**src/rtl/frbbm_pkg.sv**
```systemverilog
// Package for the fan relay controller with break-before-make interlock.
// Holds command codes, field widths, result bit positions and the relay decode.
// No dependencies.
package frbbm_pkg;

    // Highest speed step; the relay and speed field widths are fixed for three steps
    localparam int unsigned SPEED_COUNT = 3;

    localparam int unsigned SPEED_W     = 2;
    localparam int unsigned RELAY_W     = 3;
    localparam int unsigned BREAK_W     = 16;
    localparam int unsigned CODE_W      = 8;
    localparam int unsigned VALUE_W     = 8;

    // Break time after reset, in ticks
    localparam logic [BREAK_W-1:0] BREAK_RESET = 16'd100;

    // Item kinds carried on the input tuser
    localparam logic OP_COMMAND = 1'b0;
    localparam logic OP_TICK    = 1'b1;

    // Command codes
    localparam logic [CODE_W-1:0] CODE_SET_SPEED = 8'h01;
    localparam logic [CODE_W-1:0] CODE_SET_OSC   = 8'h02;
    localparam logic [CODE_W-1:0] CODE_POWER_OFF = 8'h03;

    // Result status codes
    localparam logic STATUS_OK     = 1'b0;
    localparam logic STATUS_REJECT = 1'b1;

    // Result tdata bit positions, lowest first
    localparam int unsigned OUT_RELAY_LO   = 0;
    localparam int unsigned OUT_RELAY_HI   = 2;
    localparam int unsigned OUT_OSC_RELAY  = 3;
    localparam int unsigned OUT_SPEED_LO   = 4;
    localparam int unsigned OUT_SPEED_HI   = 5;
    localparam int unsigned OUT_OSC        = 6;
    localparam int unsigned OUT_CHANGED    = 7;
    localparam int unsigned OUT_DATA_W     = 8;

    // Controller state
    typedef struct packed {
        logic [SPEED_W-1:0] wanted_speed;
        logic               wanted_osc;
        logic [SPEED_W-1:0] applied_speed;
        logic               applied_osc;
        logic               pending;
        logic [BREAK_W-1:0] countdown;
    } ctrl_state_t;

    // One-hot relay drive for an applied speed; zero when off
    function automatic logic [RELAY_W-1:0] relay_decode(input logic [SPEED_W-1:0] speed);
        logic [RELAY_W-1:0] bits;
        bits = '0;
        if (speed != '0) begin
            bits[speed - 2'd1] = 1'b1;
        end
        return bits;
    endfunction

endpackage

```
**src/rtl/fan_relay_break_before_make_top.sv**
```systemverilog
// Fan relay controller with break-before-make interlock: top level.
// Input register, single-pass state update, result register. Uses frbbm_pkg.
// Each accepted item passes through the input register, then the result register.
// Throughput: one item per cycle while results are taken; the state update is one
// pass of short logic between the two registers, so items follow back to back.
// Reset: rst_n clears all control state, break time returns to 100 ticks.
module fan_relay_break_before_make_top
    import frbbm_pkg::*;
(
    input  logic        clk,
    input  logic        rst_n,
    // Break time register write
    input  logic        cfg_we,
    input  logic [15:0] cfg_wdata,
    // Input items
    input  logic        s_axis_tvalid,
    output logic        s_axis_tready,
    input  logic [15:0] s_axis_tdata,   // [7:0] command_code, [15:8] command_value
    input  logic        s_axis_tuser,   // [0] operation
    // Result items
    output logic        m_axis_tvalid,
    input  logic        m_axis_tready,
    output logic [7:0]  m_axis_tdata,   // [2:0] speed_relay_bits, [3] osc_relay_drive,
                                        // [5:4] present_speed, [6] present_oscillation,
                                        // [7] changed
    output logic        m_axis_tuser    // [0] status
);

    logic [BREAK_W-1:0] break_time_reg;

    logic               in_valid_reg;
    logic               in_op_reg;
    logic [CODE_W-1:0]  in_code_reg;
    logic [VALUE_W-1:0] in_value_reg;

    logic                  out_valid_reg;
    logic [OUT_DATA_W-1:0] out_data_reg;
    logic                  out_status_reg;

    ctrl_state_t state_reg;
    ctrl_state_t state_next;
    ctrl_state_t cmd_state;

    logic                  cmd_ok;
    logic                  chg;
    logic                  out_advance;
    logic                  in_advance;
    logic [OUT_DATA_W-1:0] out_data_next;
    logic                  out_status_next;

    // Handshake: result stage moves when empty or taken, input stage when result moves
    assign out_advance   = !out_valid_reg || m_axis_tready;
    assign in_advance    = !in_valid_reg || out_advance;
    assign s_axis_tready = in_advance;

    // Hold the break time
    always_ff @(posedge clk or negedge rst_n)
    begin
        if (!rst_n)
        begin
            break_time_reg <= BREAK_RESET;
        end
        else if (cfg_we)
        begin
            break_time_reg <= cfg_wdata;
        end
    end

    // Capture the input item
    always_ff @(posedge clk or negedge rst_n)
    begin
        if (!rst_n)
        begin
            in_valid_reg <= 1'b0;
        end
        else if (in_advance)
        begin
            in_valid_reg <= s_axis_tvalid;
        end
    end

    always_ff @(posedge clk)
    begin
        if (in_advance && s_axis_tvalid)
        begin
            in_op_reg    <= s_axis_tuser;
            in_code_reg  <= s_axis_tdata[CODE_W-1:0];
            in_value_reg <= s_axis_tdata[CODE_W+VALUE_W-1:CODE_W];
        end
    end

    // Decode the command and apply it to the wanted settings
    always_comb
    begin
        cmd_state = state_reg;
        cmd_ok    = 1'b0;
        unique case (in_code_reg)
            CODE_SET_SPEED:
            begin
                cmd_ok = (in_value_reg <= VALUE_W'(SPEED_COUNT));
                cmd_state.wanted_speed = in_value_reg[SPEED_W-1:0];
            end
            CODE_SET_OSC:
            begin
                cmd_ok = (in_value_reg <= 8'd1);
                cmd_state.wanted_osc = in_value_reg[0];
            end
            CODE_POWER_OFF:
            begin
                cmd_ok = (in_value_reg == '0);
                cmd_state.wanted_speed = '0;
                cmd_state.wanted_osc   = 1'b0;
            end
            default:
            begin
                cmd_ok = 1'b0;
            end
        endcase
    end

    // Work out the next state and the result for the registered item
    always_comb
    begin
        state_next      = state_reg;
        chg             = 1'b0;
        out_status_next = STATUS_OK;
        if (in_op_reg == OP_TICK)
        begin
            // Count down the break; close the newest wanted speed at expiry
            if (state_reg.pending)
            begin
                if (state_reg.countdown > 16'd1)
                begin
                    state_next.countdown = state_reg.countdown - 16'd1;
                end
                else
                begin
                    state_next.countdown = '0;
                    state_next.pending   = 1'b0;
                    if (state_reg.wanted_speed != '0)
                    begin
                        state_next.applied_speed = state_reg.wanted_speed;
                        chg = 1'b1;
                    end
                end
            end
        end
        else if (!cmd_ok)
        begin
            out_status_next = STATUS_REJECT;
        end
        else
        begin
            state_next = cmd_state;
            // Oscillation relay follows at once
            if (cmd_state.applied_osc != cmd_state.wanted_osc)
            begin
                state_next.applied_osc = cmd_state.wanted_osc;
                chg = 1'b1;
            end
            if (cmd_state.wanted_speed == '0)
            begin
                // Off: cancel any break and open all speed relays
                state_next.pending   = 1'b0;
                state_next.countdown = '0;
                if (cmd_state.applied_speed != '0)
                begin
                    state_next.applied_speed = '0;
                    chg = 1'b1;
                end
            end
            else if (!cmd_state.pending && cmd_state.applied_speed != cmd_state.wanted_speed)
            begin
                // New speed: open all speed relays and start the break
                state_next.applied_speed = '0;
                state_next.pending       = 1'b1;
                state_next.countdown     = break_time_reg;
            end
        end

        out_data_next = '0;
        out_data_next[OUT_RELAY_HI:OUT_RELAY_LO] = relay_decode(state_next.applied_speed);
        out_data_next[OUT_OSC_RELAY]             = state_next.applied_osc;
        out_data_next[OUT_SPEED_HI:OUT_SPEED_LO] = state_next.applied_speed;
        out_data_next[OUT_OSC]                   = state_next.applied_osc;
        out_data_next[OUT_CHANGED]               = chg;
    end

    // Advance the controller state as each item leaves the input stage
    always_ff @(posedge clk or negedge rst_n)
    begin
        if (!rst_n)
        begin
            state_reg <= '0;
        end
        else if (in_valid_reg && out_advance)
        begin
            state_reg <= state_next;
        end
    end

    // Result register
    always_ff @(posedge clk or negedge rst_n)
    begin
        if (!rst_n)
        begin
            out_valid_reg <= 1'b0;
        end
        else if (out_advance)
        begin
            out_valid_reg <= in_valid_reg;
        end
    end

    always_ff @(posedge clk)
    begin
        if (out_advance && in_valid_reg)
        begin
            out_data_reg   <= out_data_next;
            out_status_reg <= out_status_next;
        end
    end

    assign m_axis_tvalid = out_valid_reg;
    assign m_axis_tdata  = out_data_reg;
    assign m_axis_tuser  = out_status_reg;

endmodule

```
**config.mk**
```make
export PLATFORM = sky130hd
export DESIGN_NAME = fan_relay_break_before_make_top
export DESIGN_NICKNAME = d
export VERILOG_FILES = /design/src/rtl/frbbm_pkg.sv /design/src/rtl/fan_relay_break_before_make_top.sv
export SDC_FILE = /design/constraint.sdc
export NUM_CORES = 1
export LEC_CHECK = 0
export CORE_ASPECT_RATIO = 1.75
export CORE_MARGIN = 4
export CORE_UTILIZATION = 40
export DETAILED_ROUTE_END_ITERATION = 16
export DONT_BUFFER_PORTS = 1
export SETUP_SLACK_MARGIN = 0.4
export SLEW_MARGIN = 10
export SYNTH_ARGS = -nofsm -noshare
export SYNTH_HDL_FRONTEND = slang
export SYNTH_SLANG_ARGS = --single-unit
```
**constraint.sdc**
```tcl
create_clock -name clk -period 4.5 [get_ports clk]
set_input_delay 0 -clock clk [delete_from_list [all_inputs] [get_ports clk]]
set_output_delay 0 -clock clk [all_outputs]
set_load 0.01 [all_outputs]
```
Word-level counts from Yosys, hierarchy flattened --
Cells that the tools add are included.
Cells by class: magnitude comparators 5, bitwise operators 1, $add $sub $neg 2, equal/unequal tests 6, multiplexer cells 30, reductions and logical operators 19
Operators with widths (number):
- two-way mux 17 bit | 4
- two-way mux 20 bit | 1
- equality test 8 x 2 -> 1 bit (second input constant) | 2
- greater-than comparator 16 x 1 -> 1 bit (second input constant) | 1
- two-way mux 16 bit | 1
- subtractor 16 x 1 -> 16 bit (second input constant) | 1
- two-way mux 2 bit | 7
- two-way mux 1 bit | 13
- equality test 8 x 1 -> 1 bit (second input constant) | 1
- less-or-equal comparator 8 x 1 -> 1 bit (second input constant) | 1
- less-or-equal comparator 8 x 2 -> 1 bit (second input constant) | 1
- zero test 8 bit | 1
- nonzero test 2 bit | 4
- AND reduction 3 bit | 2
- logical AND 1 bit | 4
- one-hot mux 2 bit (2 select lines) | 1
- AND reduction 4 bit | 1
- zero test 1 bit | 3
- less-than comparator 2 x 3 -> 1 bit (second input constant) | 1
- one-hot mux 1 bit (3 select lines) | 1
- nonzero test 3 bit | 1
- demux 1 bit (select 2 bit) | 1
- greater-or-equal comparator 2 x 1 -> 1 bit (second input constant) | 1
- zero test 2 bit | 1
- other kinds (7) | 8
Word-level totals: register bits after elaboration 67

Longest topological paths before layout --
Gate-level depths: netlist of run 1.
depth in word-level cells 13, gate-level depth with buffers 9, depth with buffers taken out 7

Worst setup path before layout of run 1 --
OpenSTA, ideal clock, no wires.
path kind register to register, start point reg in_code_reg[3], end point reg state_reg, in the netlist cmd_state[15], clock period less this slack 2.379 ns, path slack 2.121 ns, buffers on the path 0, arrival 2.254 ns, stages on the path, launching flop included 7, library setup time 0.125 ns, cells stage by stage edfxtp_1 -> or4_4 -> o221ai_2 -> o21ai_2 -> o311a_4 -> a31oi_4 -> mux2_4
Between the ends: longest elaborated chain between the ends 6, elaborated cells between the ends (all ways) 14, classes of those cells eq/ne (4); mux (5); reduce/logical (5)
Ends and longest elaborated chain:
- from (decl) | RTL line fan_relay_break_before_make_top.sv:33 | logic [CODE_W-1:0] in_code_reg;
- from (signal assigned) | RTL line fan_relay_break_before_make_top.sv:87 | in_code_reg <= s_axis_tdata[CODE_W-1:0];
- equality test 8 x 2 -> 1 bit / equality test 8 x 1 -> 1 bit (equally long branches) | RTL line fan_relay_break_before_make_top.sv:97 | unique case (in_code_reg)
- one-hot mux 2 bit (2 select lines) | RTL line fan_relay_break_before_make_top.sv:97
- != test 2 bit / zero test 2 bit (equally long branches) | RTL line fan_relay_break_before_make_top.sv:172, fan_relay_break_before_make_top.sv:161
- logical AND 1 bit / two-way mux 17 bit (equally long branches) | RTL line fan_relay_break_before_make_top.sv:172, fan_relay_break_before_make_top.sv:161
- nonzero test 3 bit (no source line) / two-way mux 20 bit (equally long branches)
- AND reduction 4 bit (no source line) / two-way mux 17 bit (equally long branches)
- to (signal assigned) | RTL line fan_relay_break_before_make_top.sv:198 | state_reg <= state_next;
- to (decl) | RTL line fan_relay_break_before_make_top.sv:40 | ctrl_state_t state_reg;
Several ways; a longest one is shown, not always the timed one. The select of a mux whose other input is x is not followed. A chain may end at the register's enable or synchronous reset.

Worst setup path after layout of run 1 --
Ends and elaborated chain as after synthesis.

==> flow_summary.yaml, run 1 <==
critical_path:
  cp_slowest_cell: "or4_4"
  worstSetupPathType: "flop to flop"
  end_kind: "flop"
  cpPeakStageDelay_ps: 590
  reg2reg_depth: 6
  cp.required_ps: 4720
  r2r_slack_ps: 1670
  worstPathCellList: "or4_4 -> o221ai_2 -> o21ai_2 -> o311a_4 -> a31oi_4 -> mux2_4"
  crit_fanout: 16
  crit_buf_inv: 0
  r2r_start: "in_code_reg[3]"
  critical_path.top_delay_family: "compound AO/OA/AOI/OAI gates"
  cp.arrival_ps: 3060
  r2r-end: "cmd_state[15]"
  startpoint_type: "flop"
logic_synthesis:
  synthMuxAreaShare: 0.07754
  yosysMostFrequentCell: "dfrtp_1"
  synth_xor_xnor_area_share: 0.002661
  synth_area_leaders: "dfrtp_1 29%, edfxtp_1 23%, mux2_2 5.5%"
  synthAdderAreaFrac: 0.007602
  synth_top_area_frac: 0.2889
  syn_inst: 295
  yosysWarnings: 0
  synth.avg_cell_area_um2: 11.16
  ys_async_sr_fraction: 0.6212
  synth_top_family_by_area: "compound AO/OA/AOI/OAI gates"
  synth_common_cells: "38 x dfrtp_1, 25 x edfxtp_1, 23 x nor2_1"
  seq_area_frac_synth: 0.5409
  synth_edf_count: 25
  synth_compound_area_frac: 0.1790
  synthSimpleGateAreaFrac: 0.1577
  ys_ff_latch: 66
  syn_area_mm2: 0.003292
  synth_nets: 335
  ys_types: 57
  synth_ff_type: "dfrtp_1"
  synth.largest_area_cell: "dfrtp_1"
pwr:
  internal_power_uw: 1441
  power_density_mw_per_mm2: 525.6
  peakVddDrop_mv: 0.3216
  swShare: 0.3458
  p_comb_frac: 0.320
  pwr-share-clk: 0.313
  p_sw_uw: 761.8
  p_seq_frac: 0.367
  p_total_uw: 2203
  leakage_uw: 0.001639
grt:
  use_met1: 0.1751
  antenna_found_initial: 0
  grt_pass1_wl_mm: 13.27
  grt-ovfl-total: 0
  grt-busiest-layer: "met2"
  grt_usage: 0.1749
  grt_pass1_vias: 2675
  grt_max_degree: 42
  use_met3: 0.03657
  use_met2: 0.3323
clock_tree:
  clk_latency_ps: 340
  clock_path_buffers: 2
  htreeDepth: 3
  cts_resized: 0
  postCtsSetupRepairBufs: 0
  cts_sinks: 66
  cts_tree: "done"
  path_clk_slew_ps: 60
  cts-root-buf: "clkbuf_16"
  cts_buffers: 9
placement:
  hpwl_mm: 5.403
  pre_cts_ws_ps: 1695
  gp_congestion: 0.7698
  port_buffers: 0
  place_area_mm2: 0.003347
route:
  via_per_inst: 5.769
  firstDrtPassIters: 5
  vias: 2550
  drt-total-wl_mm: 7.898
  wire_per_inst_um: 17.87
  drt-initial-drc-count: 188
  drc: 0
  antenna_left: 0
sta:
  drv_slew: 0
  worstMarginPinSlew_ps: 775.4
  period_share: 0.6290
  fin_setup_tns_ps: 0
  hold_viol: 0
  setup_slack_ps: 1670
  slew_headroom: 0.4831
  skew_ps: 5.566
  fmax_mhz: 353.3
  min_period_ps: 2830
  rsz0062_at_grt: "false"
  setup_viol: 0
cells_and_area:
  stdcell_area_mm2: 0.004192
  fin_nets: 387
  fill_cells: 705
  largest_reg_flops: 20
  antennaDiodeCount: 0
  seqCellArea_mm2: 0.001780
  multi_input_area_mm2: 0.001398
  utilization: 0.5264
  drive_above_1_share: 0.1420
  area_delta_synth_final_pct: 27.33
floorplan:
  die_area_mm2: 0.009802
  die_w_um: 76.58
  ios: 49
  core_mm2: 0.007963
  initial_core_util: 0.4134
  rows: 43
  die_y_um: 128.0
flow_run:
  cap_violations: 0
min_path:
  hold_path.class: "input port to asynchronous set/reset pin"
outcome:
  status: "complete, no violations"
-- layout by cell type, fill, tap and decap left out, drive strengths merged, types with 4 or more instances in the layout --
cell type	n
a21oi	18
a32oi	4
and2	6
clkbuf	9
dfrtp	38
dlygate4sd3	53
edfxtp	25
inv	12
mux2	17
mux2i	6
nand2	13
nand2b	5
nand3	8
nand4	4
nor2	23
nor2b	8
nor3	5
nor4	6
o21ai	21
o22ai	13
o31ai	4
-- metrics by stage --
step | cells | hold slack [ps]
2_1_floorplan | 295 | -295.6
3_3_place_gp | 372 | -294.2
3_5_place_dp | 372 | -293.8
4_1_cts | 442 | 125.7
5_1_grt | 442 | 133.9
6_report | 442 | 105.1
-- cell families after synthesis --
logic type	count (synthesis)
muxes	23
xor gates and xnor gates	1
adders and majority gates	2
AOI/OAI and AO/OA	85
DFF	66
and+or+nand+nor	92
buffers and inverters	26
-- per-layer routing --
metal  routed length (um)  part of all wire
met1                 2851              0.36
met2                 4487              0.57
met3                  289             0.037
met4                  270             0.034
met5                    0                 0
-- power groups by stage --
stage          combinational (uW)  clock [uW]  sequential, uW
2_1_floorplan                 530           0             782
3_3_place_gp                  637           0             817
3_5_place_dp                  643           0             819
4_1_cts                       702         694             808
5_1_grt                       802         728             821
6_report                      706         689             808
-- what timing repair did --
item / 4_1_cts / 5_1_grt
endpoints found under the hold margin: 76 / 0
endpoints found under the setup margin: 0 / 0
hold buffers: 54 / 0
-- final cells by class --
class	count	area share
sequential	66	0.4248
multi-input combinational	203	0.3334
clock buffer	9	0.05373
tap	90	0.02687
timing repair buffer	56	0.1349
clock inverter	7	0.01642
inverter	11	0.009851
-- worst max path at each step --
stage                   startpoint            end  slack (ps)  cells past startpoint
floorplan           in_code_reg[3]  cmd_state[15]        2120                      6
global placement    in_code_reg[3]  cmd_state[15]        1780                      6
detailed placement  in_code_reg[3]  cmd_state[15]        1690                      6
CTS                 in_code_reg[3]  cmd_state[15]        1700                      6
global route        in_code_reg[3]  cmd_state[15]        1630                      6
finish              in_code_reg[3]  cmd_state[15]        1670                      6
No activity file was read; power rests on OpenSTA's default activity.
==> run 2, diff against run 1 <==
--- a/config.mk
+++ b/config.mk
@@ -5,6 +5,7 @@
 export SDC_FILE = /design/constraint.sdc
 export NUM_CORES = 1
 export LEC_CHECK = 0
+export ABC_AREA = 1
 export CORE_ASPECT_RATIO = 1.75
 export CORE_MARGIN = 4
 export CORE_UTILIZATION = 40
==> constraint.sdc (replaced) <==
create_clock -name clk -period 2.8 [get_ports clk]
set_input_delay 0 -clock clk [delete_from_list [all_inputs] [get_ports clk]]
set_output_delay 0 -clock clk [all_outputs]
set_load 0.01 [all_outputs]
==> run 2 against run 1 <==
- worst hold slack improved by 22 ps
- maximum frequency rose by 28%
- sequential share of layout area fell by 2.5 points
- clock power rose by 55%
==> flow_summary.yaml, run 2 <==
sta:
  worstMarginPinSlew_ps: 642.1
  drv_slew: 0
  fin_setup_tns_ps: 0
  period_share: 0.7872
  skew_ps: 5.461
  hold_ws_ps: 126.9
  hold_viol: 0
  slew_headroom: 0.5707
  setup_viol: 0
  min_period_ps: 2204
  fmax_mhz: 453.7
  rsz0062_at_grt: "false"
clock_tree:
  cts-root-buf: "clkbuf_16"
  cts_sinks: 66
  htreeDepth: 3
  clock_path_buffers: 2
  cts_buffers: 9
  clk_latency_ps: 340
  path_clk_slew_ps: 60
  postCtsSetupRepairBufs: 0
  cts_tree: "done"
placement:
  gp_congestion: 0.8425
  port_buffers: 0
  hpwl_mm: 5.143
route:
  drc: 0
  drt-initial-drc-count: 110
  wire_per_inst_um: 13.75
  antenna_left: 0
  drt-total-wl_mm: 7.780
  via_per_inst: 4.892
  firstDrtPassIters: 4
  vias: 2769
critical_path:
  r2r_start: "in_code_reg[4]"
  cp.required_ps: 3010
  r2r_slack_ps: 600
  worstPathCellList: "inv_1 -> nand2_2 -> nor2_4 -> nand2_2 -> inv_1 -> nand2_1 -> nand2_1 -> inv_1 -> nand2_2 -> nand3_2 -> nand3_4 -> o21ai_1"
  crit_fanout: 20
  cp_slowest_cell: "edfxtp_1"
  end_kind: "flop"
  worstSetupPathType: "flop to flop"
  cp.arrival_ps: 2420
  startpoint_type: "flop"
  cpPeakStageDelay_ps: 360
  worstSetupStartpoint: "in_code_reg[4]"
logic_synthesis:
  yosysMostFrequentCell: "nand2_1"
  synth_top_area_frac: 0.2704
  synth_common_cells: "71 x nand2_1, 61 x inv_1, 38 x dfrtp_1"
  synth.avg_cell_area_um2: 9.088
  syn_inst: 387
  synth_area_leaders: "dfrtp_1 27%, edfxtp_1 21%, nand2_1 7.6%"
  synth_nets: 427
  synth.largest_area_cell: "dfrtp_1"
  ys_ff_latch: 66
  ys_types: 40
  syn_area_mm2: 0.003517
  ys_async_sr_fraction: 0.6212
  yosysWarnings: 0
  seq_area_frac_synth: 0.5062
  synth_ff_type: "dfrtp_1"
  synth_edf_count: 25
outcome:
  status: "complete, no violations"
pwr:
  peakVddDrop_mv: 0.4419
  power_density_mw_per_mm2: 535.4
  leakage_uw: 0.001910
cells_and_area:
  layout.cells.most_common_list: "71 x nand2_1, 61 x inv_1, 53 x dlygate4sd3_1, 38 x dfrtp_1, 33 x o21ai_0"
  final_common_cell: "nand2_1"
  drive_above_1_share: 0.1670
  area_delta_synth_final_pct: 26.75
  fin_nets: 484
  largest_reg_flops: 20
  antennaDiodeCount: 0
grt:
  grt_pass1_vias: 2834
  grt-ovfl-total: 0
  grt_usage: 0.1609
  grt_pass1_wl_mm: 13.05
  grt_max_degree: 42
  antenna_found_initial: 0
flow_run:
  cap_violations: 0
floorplan:
  rows: 45
  die_w_um: 78.89
  die_area_mm2: 0.01042
  die_y_um: 132.0
  core_mm2: 0.008615
  initial_core_util: 0.4083
  ios: 49
min_path:
  hold_path.class: "input port to asynchronous set/reset pin"
==> run 2: cell count changes in the layout (fill, tap and decap cells not counted), sizes merged, moves of 5 or more <==
cell    previous run  this run
o21ai             21        50
inv               12        65
and2               6         0
nand2             13        80
nor2b              8         1
nand2b             5         0
a21oi             18         8
nand4              4        12
nand3              8        25
o22ai             13         1
mux2i              6         0
==> run 2: final timing paths <==
path                                          end  cells past startpoint
worst max-delay path                cmd_state[13]                     12
worst min-delay path                 cmd_state[5]                      2
worst max register to register      cmd_state[13]                     12
worst min register to register       cmd_state[1]                      2
max in group asynchronous       break_time_reg[2]                      2
min in group clk                   in_code_reg[2]                      1
==> run 2: per-layer routing <==
metal / part of all wire / vias to the layer above / track usage
met5: 0 / - / 0
met4: 0.028 / 0 / 0.08031
met3: 0.039 / 15 / 0.04036
met2: 0.58 / 60 / 0.2961
met1: 0.36 / 1307 / 0.1639
li1: - / 1387 / -
==> run 2: per-stage QoR <==
stage	instance area (um^2)	power, uW	setup slack [ps]	util	std cells
after floorplan	3517	1214	969.8	-	387
after global placement	3592	1235	588.2	0.4170	495
after detailed placement	3592	1239	523.0	0.4170	495
after CTS	4433	2400	491.7	0.5146	565
after global routing	4458	2482	407.9	0.5175	566
final	4458	2387	595.9	0.5175	566
==> run 2: worst max-delay path, delay by kind of cell (launching register included) <==
family,cells,cell delay (ps)
buffers and inverters,3,240
AO/OA/AOI/OAI,1,110
flip-flops,1,360
AND/OR/NAND/NOR,8,1350
==> run 2: area by class of cell <==
type | instances | area, um^2
clock buffer | 11 | 254.0
clock inverter | 5 | 36.28
fill | 784 | 4156
inverter | 65 | 245.2
multi-input combinational | 245 | 1423
sequential | 66 | 1780
tap | 117 | 146.4
timing repair buffer | 57 | 573.1
==> run 2: report_power, final <==
group          switching [uW]  leakage, uW  internal (uW)
combinational            97.8      0.00101            107
clock                     417     0.000141            654
sequential               36.6     0.000758           1080
==> run 2: repair_timing <==
item | 4_1_cts | 5_1_grt
hold endpoints to repair | 76 | 0
resized for setup | 0 | 2
setup endpoints to repair | 0 | 17
hold buffers | 54 | 0
==> run 2: logic make-up (layout without fill, tap and decap cells) <==
family                     Yosys count  after routing  share of synthesized area
and+or+nand+nor                    156            157                     0.2124
xor gates and xnor gates             8              8                    0.01992
muxes                               16             16                    0.05123
AOI/OAI and AO/OA                   62             62                     0.1067
DFF                                 66             66                     0.5062
adders and majority gates            2              2                   0.007114
buffers and inverters               77            138                    0.09640
